### src/hw/rtl/crtd_pkg.sv
`timescale 1ns / 1ps
// ----------------------------------------------------------------------------
// crtd_pkg: shared types and constants of the motor run timer
// Event codes, status codes, register indexes, lamp patterns and reset values.
// ----------------------------------------------------------------------------
package crtd_pkg;

    // ADC sample width default
    localparam int SAMPLE_BITS_DEF = 12;

    // Widths of the fixed fields
    localparam int SEC_W   = 7;
    localparam int HOLD_W  = 4;
    localparam int LEVEL_W = 7;
    localparam int PWM_W   = 16;
    localparam int LAMP_W  = 3;

    // Configuration reset values
    localparam logic [HOLD_W-1:0]  HOLD_TICKS_RST = 4'd5;
    localparam logic [LEVEL_W-1:0] THRESHOLD_RST  = 7'd2;
    localparam logic [PWM_W-1:0]   PWM_TOP_RST    = 16'd4999;
    localparam logic [PWM_W-1:0]   DUTY_RST       = 16'd4999;

    // Seconds accepted by set must stay below this
    localparam int SET_LIMIT   = 99;
    // Top of the mapped ADC level
    localparam int LEVEL_SCALE = 99;

    // Lamp patterns: bit0 red, bit1 blue, bit2 green
    localparam logic [LAMP_W-1:0] LAMP_OFF   = 3'b000;
    localparam logic [LAMP_W-1:0] LAMP_RED   = 3'b001;
    localparam logic [LAMP_W-1:0] LAMP_BLUE  = 3'b010;
    localparam logic [LAMP_W-1:0] LAMP_GREEN = 3'b100;

    // Event codes carried by one input word
    typedef enum logic [3:0] {
        MODE_TICK    = 4'd0,
        MODE_BUTTON1 = 4'd1,
        MODE_BUTTON2 = 4'd2,
        MODE_SET     = 4'd3,
        MODE_START   = 4'd4,
        MODE_STOP    = 4'd5,
        MODE_PAUSE   = 4'd6,
        MODE_RESUME  = 4'd7,
        MODE_SAMPLE  = 4'd8
    } t_mode;

    // Status codes returned with each result word
    typedef enum logic [3:0] {
        ST_NONE        = 4'd0,
        ST_OK          = 4'd1,
        ST_RANGE       = 4'd2,
        ST_NOT_SET     = 4'd3,
        ST_RUNNING     = 4'd4,
        ST_STOPPED     = 4'd5,
        ST_PAUSED      = 4'd6,
        ST_RESUMED     = 4'd7,
        ST_NOT_RUNNING = 4'd8,
        ST_TIMEOUT     = 4'd9
    } t_status;

    // Configuration register indexes (byte address = 4 * index)
    typedef enum logic [1:0] {
        REG_HOLD_TICKS = 2'd0,
        REG_THRESHOLD  = 2'd1,
        REG_PWM_TOP    = 2'd2
    } t_reg;

endpackage

### src/hw/rtl/crtd_div.sv
`timescale 1ns / 1ps
// ----------------------------------------------------------------------------
// crtd_div: divide by ADC full scale
// Exact floor of a product over (2^SAMPLE_BITS - 1) using folded adds:
// with p = a*2^n + b, p = a*(2^n - 1) + (a + b), so each fold moves the
// high part into the quotient and leaves a smaller remainder.
// ----------------------------------------------------------------------------
module crtd_div #(
    parameter int SAMPLE_BITS = crtd_pkg::SAMPLE_BITS_DEF
) (
    input  logic [crtd_pkg::PWM_W+SAMPLE_BITS-1:0] i_prod,
    output logic [crtd_pkg::PWM_W-1:0]             o_quot
);

    localparam int PW    = crtd_pkg::PWM_W + SAMPLE_BITS;
    localparam int FOLDS = 4;
    localparam logic [PW-1:0] FULL = PW'((64'd1 << SAMPLE_BITS) - 64'd1);

    logic [PW-1:0] t;
    logic [PW-1:0] a;
    logic [PW-1:0] q;

    // Fold the remainder until it lies below twice the full scale
    always_comb begin
        t = i_prod;
        q = '0;
        a = '0;
        for (int k = 0; k < FOLDS; k++) begin
            a = t >> SAMPLE_BITS;
            q = q + a;
            t = a + (t & FULL);
        end
        if (t >= FULL) begin
            q = q + PW'(1);
        end
    end

    assign o_quot = q[crtd_pkg::PWM_W-1:0];

endmodule

### src/hw/rtl/countdown_run_timer_with_adc_display.sv
`timescale 1ns / 1ps
// ----------------------------------------------------------------------------
// countdown_run_timer_with_adc_display: motor run timer with ADC display
// Event-driven countdown, lamp and motor control, ADC to PWM compare map.
// ----------------------------------------------------------------------------
// One input word carries one event (tick, button, command or ADC sample) and
// gives one result word. A word can be accepted every cycle while the result
// side keeps up; its result moves from the stage register into the output
// register once that register is free or being read: the timer state, the
// ADC level and the sample times pwm_top product are settled at the
// accepting edge, then the product is divided by the ADC full scale in the
// second stage in front of the output register. With the result side
// stalled, the stage register and the output register hold two words and
// o_ready drops until one leaves. Configuration goes through the APB port
// at byte addresses 0 (hold_ticks), 4 (change_threshold) and 8 (pwm_top);
// the user must write it only while no word is in flight (not enforced).
module countdown_run_timer_with_adc_display #(
    parameter int SAMPLE_BITS = crtd_pkg::SAMPLE_BITS_DEF
) (
    input  logic                   i_clk,
    input  logic                   i_rst_n,
    // input words
    input  logic                   i_valid,
    output logic                   o_ready,
    input  logic [3:0]             i_mode,
    input  logic [SAMPLE_BITS-1:0] i_value,
    // result words
    output logic                   o_valid,
    input  logic                   i_ready,
    output logic                   o_motor_drive,
    output logic [2:0]             o_led_colour,
    output logic [6:0]             o_remaining_seconds,
    output logic [6:0]             o_display_level,
    output logic [15:0]            o_pwm_compare,
    output logic [3:0]             o_status,
    output logic                   o_running,
    output logic                   o_playing,
    output logic                   o_timed_out,
    // configuration
    input  logic                   psel,
    input  logic                   penable,
    input  logic                   pwrite,
    input  logic [3:0]             paddr,
    input  logic [31:0]            pwdata,
    output logic [31:0]            prdata,
    output logic                   pready
);

    localparam int SB = SAMPLE_BITS;
    localparam int PW = crtd_pkg::PWM_W + SB;
    localparam int VW = SB + crtd_pkg::LEVEL_W;
    localparam logic [SB:0] FULL_EXT = (SB+1)'((64'd1 << SB) - 64'd1);

    // ------------------------------------------------------------------
    // Configuration registers
    // ------------------------------------------------------------------
    logic [3:0]  r_hold_ticks;
    logic [6:0]  r_change_threshold;
    logic [15:0] r_pwm_top;
    logic        cfg_wr;

    assign pready = 1'b1;
    assign cfg_wr = psel && penable && pwrite && pready;

    // Write on the access cycle
    always_ff @(posedge i_clk) begin
        if (!i_rst_n) begin
            r_hold_ticks       <= crtd_pkg::HOLD_TICKS_RST;
            r_change_threshold <= crtd_pkg::THRESHOLD_RST;
            r_pwm_top          <= crtd_pkg::PWM_TOP_RST;
        end else if (cfg_wr) begin
            unique case (paddr[3:2])
                crtd_pkg::REG_HOLD_TICKS: r_hold_ticks       <= pwdata[3:0];
                crtd_pkg::REG_THRESHOLD:  r_change_threshold <= pwdata[6:0];
                crtd_pkg::REG_PWM_TOP:    r_pwm_top          <= pwdata[15:0];
                default: ;
            endcase
        end
    end

    // Read back the addressed register
    always_comb begin
        unique case (paddr[3:2])
            crtd_pkg::REG_HOLD_TICKS: prdata = {28'd0, r_hold_ticks};
            crtd_pkg::REG_THRESHOLD:  prdata = {25'd0, r_change_threshold};
            crtd_pkg::REG_PWM_TOP:    prdata = {16'd0, r_pwm_top};
            default:                  prdata = '0;
        endcase
    end

    // ------------------------------------------------------------------
    // Handshake: stage one holds a settled word, stage two is the output
    // ------------------------------------------------------------------
    logic r_s1_valid;
    logic r_out_valid;
    logic in_accept;
    logic out_load;

    assign out_load  = r_s1_valid && (!r_out_valid || i_ready);
    assign o_ready   = !r_s1_valid || out_load;
    assign in_accept = i_valid && o_ready;
    assign o_valid   = r_out_valid;

    always_ff @(posedge i_clk) begin
        if (!i_rst_n) begin
            r_s1_valid  <= 1'b0;
            r_out_valid <= 1'b0;
        end else begin
            if (in_accept) begin
                r_s1_valid <= 1'b1;
            end else if (out_load) begin
                r_s1_valid <= 1'b0;
            end
            if (out_load) begin
                r_out_valid <= 1'b1;
            end else if (i_ready) begin
                r_out_valid <= 1'b0;
            end
        end
    end

    // ------------------------------------------------------------------
    // Timer state
    // ------------------------------------------------------------------
    logic [6:0] r_seconds_left, n_seconds_left;
    logic       r_session_on,   n_session_on;
    logic       r_counting,     n_counting;
    logic       r_expired,      n_expired;
    logic       r_blink_phase,  n_blink_phase;
    logic [2:0] r_lamp_bits,    n_lamp_bits;
    logic       r_drive_pin,    n_drive_pin;
    logic       r_hold_active,  n_hold_active;
    logic [3:0] r_hold_count,   n_hold_count;
    logic [6:0] r_last_level,   n_last_level;
    logic [6:0] r_shown_level,  n_shown_level;
    crtd_pkg::t_status n_status;

    // Map the sample onto 0..99: floor(x*99 / full scale)
    logic [VW-1:0] lvl_prod;
    logic [6:0]    lvl_hi;
    logic [SB:0]   lvl_fold;
    logic [6:0]    level;
    logic [6:0]    level_diff;

    assign lvl_prod   = VW'(i_value) * VW'(crtd_pkg::LEVEL_SCALE);
    assign lvl_hi     = lvl_prod[VW-1:SB];
    assign lvl_fold   = {1'b0, lvl_prod[SB-1:0]} + (SB+1)'(lvl_hi);
    assign level      = lvl_hi + 7'(lvl_fold >= FULL_EXT);
    assign level_diff = (level > r_last_level) ? (level - r_last_level)
                                               : (r_last_level - level);

    // Next state for the accepted event
    always_comb begin
        n_seconds_left = r_seconds_left;
        n_session_on   = r_session_on;
        n_counting     = r_counting;
        n_expired      = r_expired;
        n_blink_phase  = r_blink_phase;
        n_lamp_bits    = r_lamp_bits;
        n_drive_pin    = r_drive_pin;
        n_hold_active  = r_hold_active;
        n_hold_count   = r_hold_count;
        n_last_level   = r_last_level;
        n_shown_level  = r_shown_level;
        n_status       = crtd_pkg::ST_NONE;
        unique case (i_mode)
            crtd_pkg::MODE_TICK: begin
                // age the display hold first
                if (r_hold_active && (r_hold_count != 4'd0)) begin
                    n_hold_count = r_hold_count - 4'd1;
                    if (r_hold_count == 4'd1) begin
                        n_hold_active = 1'b0;
                    end
                end
                if (r_counting) begin
                    if (r_seconds_left != 7'd0) begin
                        n_drive_pin    = 1'b1;
                        n_seconds_left = r_seconds_left - 7'd1;
                        n_blink_phase  = !r_blink_phase;
                        n_lamp_bits    = r_blink_phase ? crtd_pkg::LAMP_OFF
                                                       : crtd_pkg::LAMP_GREEN;
                    end else begin
                        n_counting   = 1'b0;
                        n_session_on = 1'b0;
                        n_expired    = 1'b1;
                        n_drive_pin  = 1'b0;
                        n_lamp_bits  = crtd_pkg::LAMP_RED;
                        n_status     = crtd_pkg::ST_TIMEOUT;
                    end
                end
                if (!n_counting && n_session_on) begin
                    n_lamp_bits = crtd_pkg::LAMP_BLUE;
                end
            end
            crtd_pkg::MODE_BUTTON1: begin
                if (!r_session_on) begin
                    if (!r_expired) begin
                        n_session_on = 1'b1;
                        n_counting   = 1'b1;
                    end
                end else begin
                    n_session_on   = 1'b0;
                    n_counting     = 1'b0;
                    n_seconds_left = 7'd0;
                end
            end
            crtd_pkg::MODE_BUTTON2: begin
                if (r_session_on) begin
                    n_counting = !r_counting;
                end
            end
            crtd_pkg::MODE_SET: begin
                if (i_value < SB'(crtd_pkg::SET_LIMIT)) begin
                    n_seconds_left = i_value[6:0];
                    n_expired      = 1'b0;
                    n_lamp_bits    = crtd_pkg::LAMP_GREEN;
                    n_blink_phase  = 1'b1;
                    n_status       = crtd_pkg::ST_OK;
                end else begin
                    n_status = crtd_pkg::ST_RANGE;
                end
            end
            crtd_pkg::MODE_START: begin
                if (r_session_on) begin
                    n_status = crtd_pkg::ST_RUNNING;
                end else if (r_seconds_left == 7'd0) begin
                    n_status = crtd_pkg::ST_NOT_SET;
                end else begin
                    n_session_on = 1'b1;
                    n_counting   = 1'b1;
                    n_status     = crtd_pkg::ST_OK;
                end
            end
            crtd_pkg::MODE_STOP: begin
                if (r_session_on) begin
                    n_session_on   = 1'b0;
                    n_counting     = 1'b0;
                    n_seconds_left = 7'd0;
                    n_status       = crtd_pkg::ST_OK;
                end else begin
                    n_status = crtd_pkg::ST_STOPPED;
                end
            end
            crtd_pkg::MODE_PAUSE: begin
                if (!r_session_on) begin
                    n_status = crtd_pkg::ST_NOT_RUNNING;
                end else if (r_counting) begin
                    n_counting = 1'b0;
                    n_status   = crtd_pkg::ST_OK;
                end else begin
                    n_status = crtd_pkg::ST_PAUSED;
                end
            end
            crtd_pkg::MODE_RESUME: begin
                if (!r_session_on) begin
                    n_status = crtd_pkg::ST_NOT_RUNNING;
                end else if (!r_counting) begin
                    n_counting = 1'b1;
                    n_status   = crtd_pkg::ST_OK;
                end else begin
                    n_status = crtd_pkg::ST_RESUMED;
                end
            end
            crtd_pkg::MODE_SAMPLE: begin
                // refresh the shown level on a large move
                if (level_diff > r_change_threshold) begin
                    n_last_level  = level;
                    n_shown_level = level;
                    n_hold_count  = r_hold_ticks;
                    n_hold_active = (r_hold_ticks != 4'd0);
                end
            end
            default: ;
        endcase
    end

    // Update the timer state at acceptance
    always_ff @(posedge i_clk) begin
        if (!i_rst_n) begin
            r_seconds_left <= '0;
            r_session_on   <= 1'b0;
            r_counting     <= 1'b0;
            r_expired      <= 1'b0;
            r_blink_phase  <= 1'b0;
            r_lamp_bits    <= crtd_pkg::LAMP_RED;
            r_drive_pin    <= 1'b0;
            r_hold_active  <= 1'b0;
            r_hold_count   <= '0;
            r_last_level   <= '0;
            r_shown_level  <= '0;
        end else if (in_accept) begin
            r_seconds_left <= n_seconds_left;
            r_session_on   <= n_session_on;
            r_counting     <= n_counting;
            r_expired      <= n_expired;
            r_blink_phase  <= n_blink_phase;
            r_lamp_bits    <= n_lamp_bits;
            r_drive_pin    <= n_drive_pin;
            r_hold_active  <= n_hold_active;
            r_hold_count   <= n_hold_count;
            r_last_level   <= n_last_level;
            r_shown_level  <= n_shown_level;
        end
    end

    // ------------------------------------------------------------------
    // Stage one payload: status, sample flag and PWM product
    // ------------------------------------------------------------------
    crtd_pkg::t_status r_s1_status;
    logic              r_s1_sample;
    logic [PW-1:0]     r_s1_prod;

    always_ff @(posedge i_clk) begin
        if (in_accept) begin
            r_s1_status <= n_status;
            r_s1_sample <= (i_mode == crtd_pkg::MODE_SAMPLE);
            r_s1_prod   <= PW'(i_value) * PW'(r_pwm_top);
        end
    end

    // ------------------------------------------------------------------
    // Stage two: scale the product, load the output register
    // ------------------------------------------------------------------
    logic [15:0] duty_new;
    logic [15:0] r_duty;

    crtd_div #(
        .SAMPLE_BITS(SAMPLE_BITS)
    ) u_div (
        .i_prod (r_s1_prod),
        .o_quot (duty_new)
    );

    // Hold the latest compare value
    always_ff @(posedge i_clk) begin
        if (!i_rst_n) begin
            r_duty <= crtd_pkg::DUTY_RST;
        end else if (out_load && r_s1_sample) begin
            r_duty <= duty_new;
        end
    end

    logic        r_motor_drive;
    logic [2:0]  r_led_colour;
    logic [6:0]  r_remaining_seconds;
    logic [6:0]  r_display_level;
    logic [15:0] r_pwm_compare;
    logic [3:0]  r_status;
    logic        r_running;
    logic        r_playing;
    logic        r_timed_out;

    // Capture the state left by the word in stage one
    always_ff @(posedge i_clk) begin
        if (out_load) begin
            r_motor_drive       <= r_drive_pin;
            r_led_colour        <= r_lamp_bits;
            r_remaining_seconds <= r_seconds_left;
            r_display_level     <= r_hold_active ? r_shown_level : r_seconds_left;
            r_pwm_compare       <= r_s1_sample ? duty_new : r_duty;
            r_status            <= r_s1_status;
            r_running           <= r_session_on;
            r_playing           <= r_counting;
            r_timed_out         <= r_expired;
        end
    end

    assign o_motor_drive       = r_motor_drive;
    assign o_led_colour        = r_led_colour;
    assign o_remaining_seconds = r_remaining_seconds;
    assign o_display_level     = r_display_level;
    assign o_pwm_compare       = r_pwm_compare;
    assign o_status            = r_status;
    assign o_running           = r_running;
    assign o_playing           = r_playing;
    assign o_timed_out         = r_timed_out;

    // ------------------------------------------------------------------
    // Assertions
    // ------------------------------------------------------------------
    a_count_in_session: assert property (@(posedge i_clk) disable iff (!i_rst_n)
        r_counting |-> r_session_on)
        else $error("counting outside a session");

    a_expired_idle: assert property (@(posedge i_clk) disable iff (!i_rst_n)
        r_expired |-> (!r_session_on && (r_seconds_left == 7'd0)))
        else $error("expired timer still holds a session or seconds");

    a_hold_count: assert property (@(posedge i_clk) disable iff (!i_rst_n)
        r_hold_active |-> (r_hold_count != 4'd0))
        else $error("display hold active with zero count");

    a_full_stall: assert property (@(posedge i_clk) disable iff (!i_rst_n)
        (r_s1_valid && r_out_valid && !i_ready) |-> !o_ready)
        else $error("word accepted while both stages are blocked");

endmodule

### config.mk
export PLATFORM = sky130hd
export DESIGN_NAME = countdown_run_timer_with_adc_display
export DESIGN_NICKNAME = d
export VERILOG_FILES = /design/src/hw/rtl/crtd_pkg.sv /design/src/hw/rtl/crtd_div.sv /design/src/hw/rtl/countdown_run_timer_with_adc_display.sv
export SDC_FILE = /design/constraint.sdc
export NUM_CORES = 1
export LEC_CHECK = 0
export BUFFER_PORTS_ARGS = -buffer_cell sky130_fd_sc_hd__buf_2
export CAP_MARGIN = 20
export CORE_MARGIN = 2
export CORE_UTILIZATION = 60
export DETAILED_ROUTE_END_ITERATION = 12
export GPL_TIMING_DRIVEN = 1
export PLACE_DENSITY = 0.85
export SKIP_LAST_GASP = 1
export SLEW_MARGIN = 30
export SYNTH_ARGS = -nofsm -noshare
export SYNTH_HDL_FRONTEND = slang
export SYNTH_HIERARCHICAL = 1
export SYNTH_SLANG_ARGS = --single-unit
### constraint.sdc
create_clock -name i_clk -period 28.9 [get_ports i_clk]
set_input_delay 1.445 -clock i_clk [delete_from_list [all_inputs] [get_ports i_clk]]
set_output_delay 1.445 -clock i_clk [all_outputs]
set_load 0.03 [all_outputs]
==> results of run 1 <==
## flip-flops by register name, summed over array words and instances (netlist names), 3 cells and up, named ones only
name                 flops
r_s1_status              4
o_display_level          7
r_seconds_left           7
r_pwm_top               16
o_pwm_compare           16
r_lamp_bits              3
r_s1_prod               28
r_change_threshold       7
r_duty                  16
o_led_colour             3
r_hold_ticks             4
o_status                 4
o_remaining_seconds      7
r_hold_count             4
r_shown_level            7
## worst reg2reg max path, delay by kind of cell, from the launching register on
| kind | cells | cell delay, ns |
|---|---|---|
| DFF | 1 | 0.46 |
| buffers and inverters | 1 | 0.10 |
| xor gates and xnor gates | 3 | 0.79 |
| muxes | 1 | 0.30 |
| AOI/OAI and AO/OA | 11 | 2.37 |
| and+or+nand+nor | 14 | 3.37 |
| adders and majority gates | 7 | 2.44 |
## cell type report
type | count | share of cell area [%]
inverters | 239 | 4.798
clock inverters | 12 | 0.8966
flip-flops and latches | 146 | 19.59
repair buffers | 105 | 2.891
clock buffers | 20 | 2.449
well taps | 384 | 2.569
multi-input cells | 1495 | 66.80
## stage by stage
stage	setup WS, ns	hold slack, ns
6_report	16.51	0.4196
3_3_place_gp	16.53	0.4028
3_5_place_dp	16.39	0.4063
2_1_floorplan	17.49	0.4003
5_1_grt	15.71	0.4331
4_1_cts	16.71	0.4205
## kinds of logic (layout without fill, tap and decap cells)
group	after synthesis	in the layout	synth area share, %
DFF	146	146	21.05
adders and majority gates	350	350	31.94
xor gates and xnor gates	102	102	5.213
AOI/OAI and AO/OA	331	331	13.04
muxes	48	48	2.941
other	2	17	0.04316
buffers and inverters	334	376	7.600
and+or+nand+nor	647	647	18.16
## path summary, 6_finish.rpt
path	from	to	cells after the start
setup / recovery	i_value[4]	r_hold_count[2]	50
hold / removal	r_s1_status[2]	o_status[2]	0
setup reg to reg	r_s1_prod[13]	o_pwm_compare[13]	37
hold reg to reg	r_s1_status[2]	o_status[2]	0
## layer usage
layer	wire length (um)	GRT usage, %	vias to the layer above
met3	2864	4.156	85
li1	-	-	6645
met2	20470	47.82	616
met4	1080	9.769	0
met5	0	0	-
met1	17330	37.05	7032
## power by group
part	switching [mW]	internal, mW	total (mW)
Sequential	0.0247	0.266	0.291
Clock	0.0985	0.143	0.242
Combinational	0.741	0.506	1.25
## cells in the final DEF (no fill, tap or decap), types with 17 or more instances in the layout
cell type | synthesis | routed
buf_2 | 4 | 99
clkbuf_16 | 0 | 18
nand3_1 | 47 | 47
xnor2_1 | 68 | 68
and2_1 | 86 | 85
nor3_1 | 32 | 31
nand2_1 | 267 | 267
edfxtp_1 | 74 | 74
xor2_1 | 33 | 33
a21o_1 | 27 | 27
mux2_2 | 25 | 25
nor2_1 | 95 | 95
o21ai_0 | 57 | 57
a21oi_1 | 90 | 90
mux2i_1 | 23 | 23
conb_1 | 2 | 17
dfxtp_1 | 72 | 72
inv_1 | 239 | 239
a211oi_1 | 18 | 18
nand4_1 | 18 | 18
ha_1 | 193 | 193
fa_1 | 157 | 157
==> flow_summary.toml, run 1 <==
[outcome]
status = "finished clean"

[yosys]
synth.largest_area_cell = "fa_1"
synth_area_per_cell_um2 = 8.878
synthMostInstantiatedCell = "nand2_1"
ys_seq_elements = 146
synth_top_area_share_pct = 18.06
synthTopCellsByArea = "fa_1, ha_1, edfxtp_1, dfxtp_1, nand2_1"
yosys-top-cells-count = "nand2_1, inv_1, ha_1, fa_1, nor2_1"
ys_async_sr_fraction_pct = 0
ys.warnings.count = 6
yosysSeqAreaShare_pct = 21.05
syn_inst = 1960
synth_edf_count = 74
syn_area_mm2 = 0.01740
synthFlopType = "edfxtp_1"
ys_types = 91

[sta]
fmax_mhz = 80.71
finalClockSkew_ns = 0.02297
post-route-period-util_pct = 42.87
final.setup.tns_ns = 0
finalHoldViolCount = 0
slew_headroom_pct = 41.77
setup_viol = 0
slew_violations = 0
min_period_ns = 12.39
rsz0062_at_grt = "no"
worst_pin_slew_ns = 0.8621

[hold_path]
hp-class = "reg2reg"

[setup_path]
cp_slowest_cell = "a41oi_1"
worstPathRequired_ns = 29.18
path_class = "in2reg"
start_kind = "input port"
end_kind = "flop"
crit_path_frequent_cell = "ha_1"
path_buf_inv = 6
cpPeakStageDelay_ns = 0.67
path_delay_family = "compound AO/OA/AOI/OAI gates"
worstPathMaxFanout = 21
reg2reg_slack_ns = 18.84
arrival_ns = 12.67

[routing]
drtIter0Drc = 1256
drtPass1Iterations = 5
avgViaCountPerCell = 5.988
vias = 14380
drt-total-wl_um = 41750
drc = 0
final_antenna_net_count = 0
wl_per_cell_um = 17.39

[die]
initial_core_util_pct = 60.79
rows = 62
die_h_um = 174.3
die_x_um = 174.3
io_pins = 135
dieArea_mm2 = 0.03038
core-area_mm2 = 0.02863

[clock_tree]
clk_pin_slew_ns = 0.06
htreeDepth = 4
cts_buffers = 17
cts_resized = 0
cts_buffer_depth = 2
cts_tree = "done"
clkSinkCount = 146
hold_buffers = 0
clk_latency_ns = 0.43
cts_setup_buffers = 0
cts-root-buf = "clkbuf_16"

[global_routing]
grt_pass1_wl_um = 69890
grt_pass1_vias = 14410
grt_max_degree = 43
grt-ovfl-total = 0
grtUsageTotal_pct = 28.24
antenna_found_initial = 0

[placement]
gp_congestion = 0.9215
io_buffer_count = 99
placed_area_mm2 = 0.01807
hpwl_um = 31820
place_inst = 2369

[final_layout]
finalNetCount = 2413
register_area_mm2 = 0.003664
stdcell_count = 2401
diodes = 0
finish.utilization_pct = 65.32
final_area_mm2 = 0.01870
num-fill-cells = 2192
multi_input_area_mm2 = 0.01249
syn_to_final_growth_pct = 7.464
drive_gt1_share_pct = 9.817

[power]
power.density_mw_per_mm2 = 95.14
power_leakage_nw = 8.689
vdd.ir_drop.worst_mv = 0.05478
power_mw = 1.779

[flow_run]
maxCapViolations = 0
Note: power is estimated with default switching activity, not from simulation.
==> inputs of run 2 (changes only) <==
--- a/config.mk
+++ b/config.mk
@@ -5,6 +5,7 @@
 export SDC_FILE = /design/constraint.sdc
 export NUM_CORES = 1
 export LEC_CHECK = 0
+export ABC_AREA = 1
 export BUFFER_PORTS_ARGS = -buffer_cell sky130_fd_sc_hd__buf_2
 export CAP_MARGIN = 20
 export CORE_MARGIN = 2
==> constraint.sdc (replaced) <==
create_clock -name i_clk -period 11.9 [get_ports i_clk]
set_input_delay 0.595 -clock i_clk [delete_from_list [all_inputs] [get_ports i_clk]]
set_output_delay 0.595 -clock i_clk [all_outputs]
set_load 0.03 [all_outputs]
==> flow_summary.toml, run 2 <==
[setup_path]
path_class = "in2reg"
cp_slowest_cell = "fa_1"
cpPeakStageDelay_ns = 0.49
end_kind = "flop"
arrival_ns = 10.28
worstPathMaxFanout = 19
worstPathRequired_ns = 12.29
start_kind = "input port"
crit_path_frequent_cell = "nand2_1"

[yosys]
syn_inst = 2402
synth-compound-area-share_pct = 9.362
yosys-top-cells-count = "nand2_1, inv_1, ha_1, fa_1, nor2_1"
yosys.area_share.simple_pct = 22.38
synthMostInstantiatedCell = "nand2_1"
synth_top_area_share_pct = 17.59
synthTopCellsByArea = "fa_1, ha_1, nand2_1, edfxtp_1, inv_1"
ys_async_sr_fraction_pct = 0
yosys.area_share.xor_xnor_pct = 3.697
synthMuxAreaShare_pct = 0.1681
yosysSeqAreaShare_pct = 20.50
ys_seq_elements = 146
synthFlopType = "edfxtp_1"
ys.warnings.count = 6
synth_top_family_by_area = "adder cells"
ys_types = 59
syn_area_mm2 = 0.01787
synth_area_per_cell_um2 = 7.439
synth_edf_count = 74
synth.largest_area_cell = "fa_1"
synthAdderAreaFrac_pct = 31.10

[sta]
finalClockSkew_ns = 0.02900
min_period_ns = 9.884
finalHoldViolCount = 0
whs_ns = 0.3732
setup_viol = 0
rsz0062_at_grt = "no"
worst_pin_slew_ns = 0.9000
final.setup.tns_ns = 0
slew_headroom_pct = 39.78
post-route-period-util_pct = 83.06
fmax_mhz = 101.2
slew_violations = 0

[global_routing]
grt-ovfl-total = 0
grt_max_degree = 59
grt_pass1_wl_um = 71370
antenna_found_initial = 0
grt_pass1_vias = 15820
grtUsageTotal_pct = 28.09

[die]
core-area_mm2 = 0.02948
dieArea_mm2 = 0.03118
die_x_um = 176.6
die_h_um = 176.6
io_pins = 135
rows = 63
initial_core_util_pct = 60.61

[final_layout]
final_common_cell = "nand2_1"
finalNetCount = 2869
syn_to_final_growth_pct = 7.310
layout_common_cells = "nand2_1, inv_1, ha_1"
drive_gt1_share_pct = 8.290
num-fill-cells = 2391
register_area_mm2 = 0.003664
multi_input_area_mm2 = 0.01199
regMostFlops = "r_s1_prod"
diodes = 0
largest_reg_flops = 28
stdcell_count = 2863

[power]
vdd.ir_drop.worst_mv = 0.1630
power.density_mw_per_mm2 = 231.8
power_leakage_nw = 10.40
power_mw = 4.445

[clock_tree]
hold_buffers = 0
cts_tree = "done"
htreeDepth = 4
clk_pin_slew_ns = 0.08
clkSinkCount = 146
cts_setup_buffers = 0
cts_resized = 0
clk_latency_ns = 0.45
cts_buffers = 17
cts_buffer_depth = 2
cts-root-buf = "clkbuf_16"

[placement]
io_buffer_count = 99
hpwl_um = 33180
place_inst = 2831
gp_congestion = 0.9494

[hold_path]
hp-class = "in2reg"

[flow_run]
maxCapViolations = 0

[routing]
drtIter0Drc = 1407
drtPass1Iterations = 10
wl_per_cell_um = 14.81
avgViaCountPerCell = 5.563
drc = 0
vias = 15930
drt-total-wl_um = 42410
final_antenna_net_count = 0

[outcome]
status = "finished clean"
==> run 2: power by group <==
part	internal, mW	switching [mW]	leakage [nW]
combinational	1.12	2.07	8.81
clock	0.285	0.265	0.294
sequential	0.650	0.0537	1.30
total	2.06	2.39	10.4
==> run 2: cell families (layout without fill, tap and decap cells) <==
| family | after synthesis | after routing |
|---|---|---|
| simple gates | 958 | 958 |
| buf+inv | 585 | 641 |
| fa+ha+maj | 350 | 350 |
| compound gates | 286 | 286 |
| flops | 146 | 146 |
| xor+xnor | 72 | 72 |
| mux | 3 | 3 |
| other cells | 2 | 17 |
==> run 2: cell type report <==
type	count	share of cell area, %
inverters	507	9.925
clock buffers	17	2.219
well taps	390	2.545
flip-flops and latches	146	19.11
multi-input cells	1686	62.51
repair buffers	102	2.715
clock inverters	15	0.9788
==> run 2: layer usage <==
metal | track usage [%] | vias to the layer above | part of all wire (%)
met3 | 4.651 | 149 | 7.7
met4 | 10.92 | 0 | 3.3
li1 | - | 7567 | -
met5 | 0 | - | 0
met1 | 34.56 | 7500 | 40
met2 | 49.22 | 710 | 49
==> run 2: metrics by stage <==
stage                     worst slack, ns  cell area (um^2)  util [%]
after floorplan                     2.894             17920         -
after global placement              2.045             18560     62.94
after detailed placement            1.858             18560     62.94
after CTS                           2.159             19170     65.02
after global routing                1.142             19170     65.04
final                               2.016             19170     65.04
==> run 2: worst paths after layout <==
| path | slack, ns | to | startpoint | cells after the start |
|---|---|---|---|---|
| max | 2.02 | r_shown_level[5] | i_value[2] | 57 |
| min | 0.37 | r_pwm_top[12] | pwdata[12] | 3 |
| max reg2reg | 2.89 | o_pwm_compare[15] | r_s1_prod[17] | 50 |
| min reg2reg | 0.42 | o_status[2] | r_s1_status[2] | 0 |
==> run 2: critical path, delay by kind of cell <==
family	cells	cell delay, ns
simple gates	18	1.88
fa+ha+maj	10	3.34
buf+inv	11	1.39
xor+xnor	2	0.44
compound gates	16	2.54
==> inputs of run 3 (changes only) <==
--- a/config.mk
+++ b/config.mk
@@ -5,14 +5,14 @@
 export SDC_FILE = /design/constraint.sdc
 export NUM_CORES = 1
 export LEC_CHECK = 0
-export ABC_AREA = 1
+export ABC_AREA = 0
 export BUFFER_PORTS_ARGS = -buffer_cell sky130_fd_sc_hd__buf_2
 export CAP_MARGIN = 20
 export CORE_MARGIN = 2
-export CORE_UTILIZATION = 60
+export CORE_UTILIZATION = 57
 export DETAILED_ROUTE_END_ITERATION = 12
 export GPL_TIMING_DRIVEN = 1
-export PLACE_DENSITY = 0.85
+export PLACE_DENSITY = 0.84
 export SKIP_LAST_GASP = 1
 export SLEW_MARGIN = 30
 export SYNTH_ARGS = -nofsm -noshare
==> constraint.sdc (replaced) <==
create_clock -name i_clk -period 8.85 [get_ports i_clk]
set_input_delay 0.4425 -clock i_clk [delete_from_list [all_inputs] [get_ports i_clk]]
set_output_delay 0.4425 -clock i_clk [all_outputs]
set_load 0.03 [all_outputs]
==> flow_summary.toml, run 3 (synthesis results as in run 1) <==
[placement]
hpwl_um = 36260
gp_congestion = 0.9226
io_buffer_count = 99
place_inst = 2522

[setup_path]
cpPeakStageDelay_ns = 0.52
worstPathRequired_ns = 9.14
arrival_ns = 9.48
timing.rr.end = "o_pwm_compare[12]"
startpoint = "i_value[4]"
reg2reg_from = "r_s1_prod[18]"
path_class = "in2reg"
start_kind = "input port"
ff2ff_path_depth = 32
reg2reg_slack_ns = 0.43
worstPathMaxFanout = 8
end_kind = "flop"
cp_slowest_cell = "fa_1"

[final_layout]
multi_input_area_mm2 = 0.01320
finish.utilization_pct = 69.56
syn_to_final_growth_pct = 19.44
num-fill-cells = 2130
register_area_mm2 = 0.003664
largest_reg_flops = 28
final_common_cell = "nand2_1"
drive_gt1_share_pct = 22.18
stdcell_count = 2581
finalNetCount = 2587
layout_common_cells = "nand2_1, inv_1, buf_4"
regMostFlops = "r_s1_prod"
diodes = 0

[clock_tree]
clkSinkCount = 146
cts_buffers = 17
clk_pin_slew_ns = 0.08
hold_buffers = 0
clk_latency_ns = 0.44
cts-root-buf = "clkbuf_16"
cts_buffer_depth = 2
cts_tree = "done"
htreeDepth = 4

[outcome]
violations = "setup timing"
status = "complete, but fails checks"

[routing]
drt-total-wl_um = 47670
vias = 15370
wl_per_cell_um = 18.47
avgViaCountPerCell = 5.956
drc = 0
drtPass1Iterations = 9
final_antenna_net_count = 0
drtIter0Drc = 1243

[global_routing]
antenna_found_initial = 0
grt-ovfl-total = 0
grt_pass1_vias = 15380
grt_pass1_wl_um = 75180
grtUsageTotal_pct = 29.72
grt_max_degree = 43

[die]
rows = 63
core-area_mm2 = 0.02987
die_h_um = 178.7
io_pins = 135
dieArea_mm2 = 0.03194
initial_core_util_pct = 58.24
die_x_um = 178.7

[sta]
final.setup.tns_ns = -2.058
rsz0062_at_grt = "yes"
post-route-period-util_pct = 103.8
fmax_mhz = 108.8
layout_setup_ws_ns = -0.3395
slew_violations = 0
finalHoldViolCount = 0
slew_headroom_pct = 42.57
worst_pin_slew_ns = 0.8589
min_period_ns = 9.190
finalClockSkew_ns = 0.02422
setup_viol = 12

[power]
vdd.ir_drop.worst_mv = 0.2192
power_mw = 6.909
power.density_mw_per_mm2 = 332.4
power_leakage_nw = 9.644

[hold_path]
min-delay-start = "pwdata[9]"
hp-class = "in2reg"
hold_end = "r_pwm_top[9]"
hold_depth = 3

[flow_run]
maxCapViolations = 0
run 3: changes by cell type in the layout (fill, tap and decap cells not counted), moves of 25 or more:
cell     previous run  this run
buf_4               4       173
xnor2_1            19        60
nor2_1            133        92
a21oi_1           111        78
nand2_1           624       263
nand3_1           106        46
o21ai_0            92        50
ha_1              193       163
inv_1             490       227
mux2_2              0        25
and2_1              3        83
run 3: worst max-delay path by stage:
stage | endpoint | slack (ns) | cells past startpoint
global route | r_hold_count[3] | -0.76 | 52
detailed placement | r_hold_count[3] | -0.93 | 53
global placement | r_hold_count[2] | -0.59 | 53
floorplan | r_hold_count[2] | -0.12 | 45
CTS | r_hold_count[2] | -0.25 | 56
finish | r_hold_count[3] | -0.34 | 56
run 3: stage by stage:
| step | hold WS (ns) | worst slack (ns) | area (um^2) |
|---|---|---|---|
| 2_1_floorplan | 0.4003 | -0.1222 | 17850 |
| 5_1_grt | 0.2321 | -0.7580 | 20780 |
| 3_3_place_gp | 0.4024 | -0.5864 | 19490 |
| 3_5_place_dp | 0.4098 | -0.9293 | 19500 |
| 6_report | 0.2170 | -0.3395 | 20780 |
| 4_1_cts | 0.2194 | -0.2544 | 20300 |
run 3: critical path, delay by kind of cell:
kind                     cells  cell delay [ns]
AND/OR/NAND/NOR              8             0.99
multiplexers                 1             0.24
XOR/XNOR                     3             0.46
adder cells (fa/ha/maj)     10             2.84
AO/OA/AOI/OAI               20             2.94
buffers and inverters       14             1.51
run 3: cell type report:
| cell class | count | area share [%] |
|---|---|---|
| clock buffers | 19 | 2.288 |
| flip-flops and latches | 146 | 17.63 |
| inverters | 239 | 4.413 |
| well taps | 390 | 2.348 |
| clock inverters | 13 | 0.6261 |
| multi-input cells | 1495 | 63.50 |
| repair buffers | 279 | 9.193 |
run 3: per-layer routing:
layer,GRT usage [%],up-vias,routed length (um)
li1,-,7014,-
met1,38.69,7521,19610
met2,50.24,715,23260
met3,4.644,123,3365
met4,10.67,0,1432
met5,0,-,0
run 3: what timing repair did:
item | 4_1_cts | 5_1_grt
buffers inserted | 14 | 14
endpoints found under the setup margin | 13 | 42
resized for setup | 18 | 77
hold endpoints to repair | 0 | 0
cloned | 0 | 0
pin swaps | 11 | 31
run 3: power breakdown:
part | total (mW) | switching [mW] | internal, mW | leakage, nW
Sequential | 0.958 | 0.0901 | 0.868 | 1.30
Clock | 0.756 | 0.347 | 0.409 | 0.297
Combinational | 5.19 | 2.84 | 2.36 | 8.05
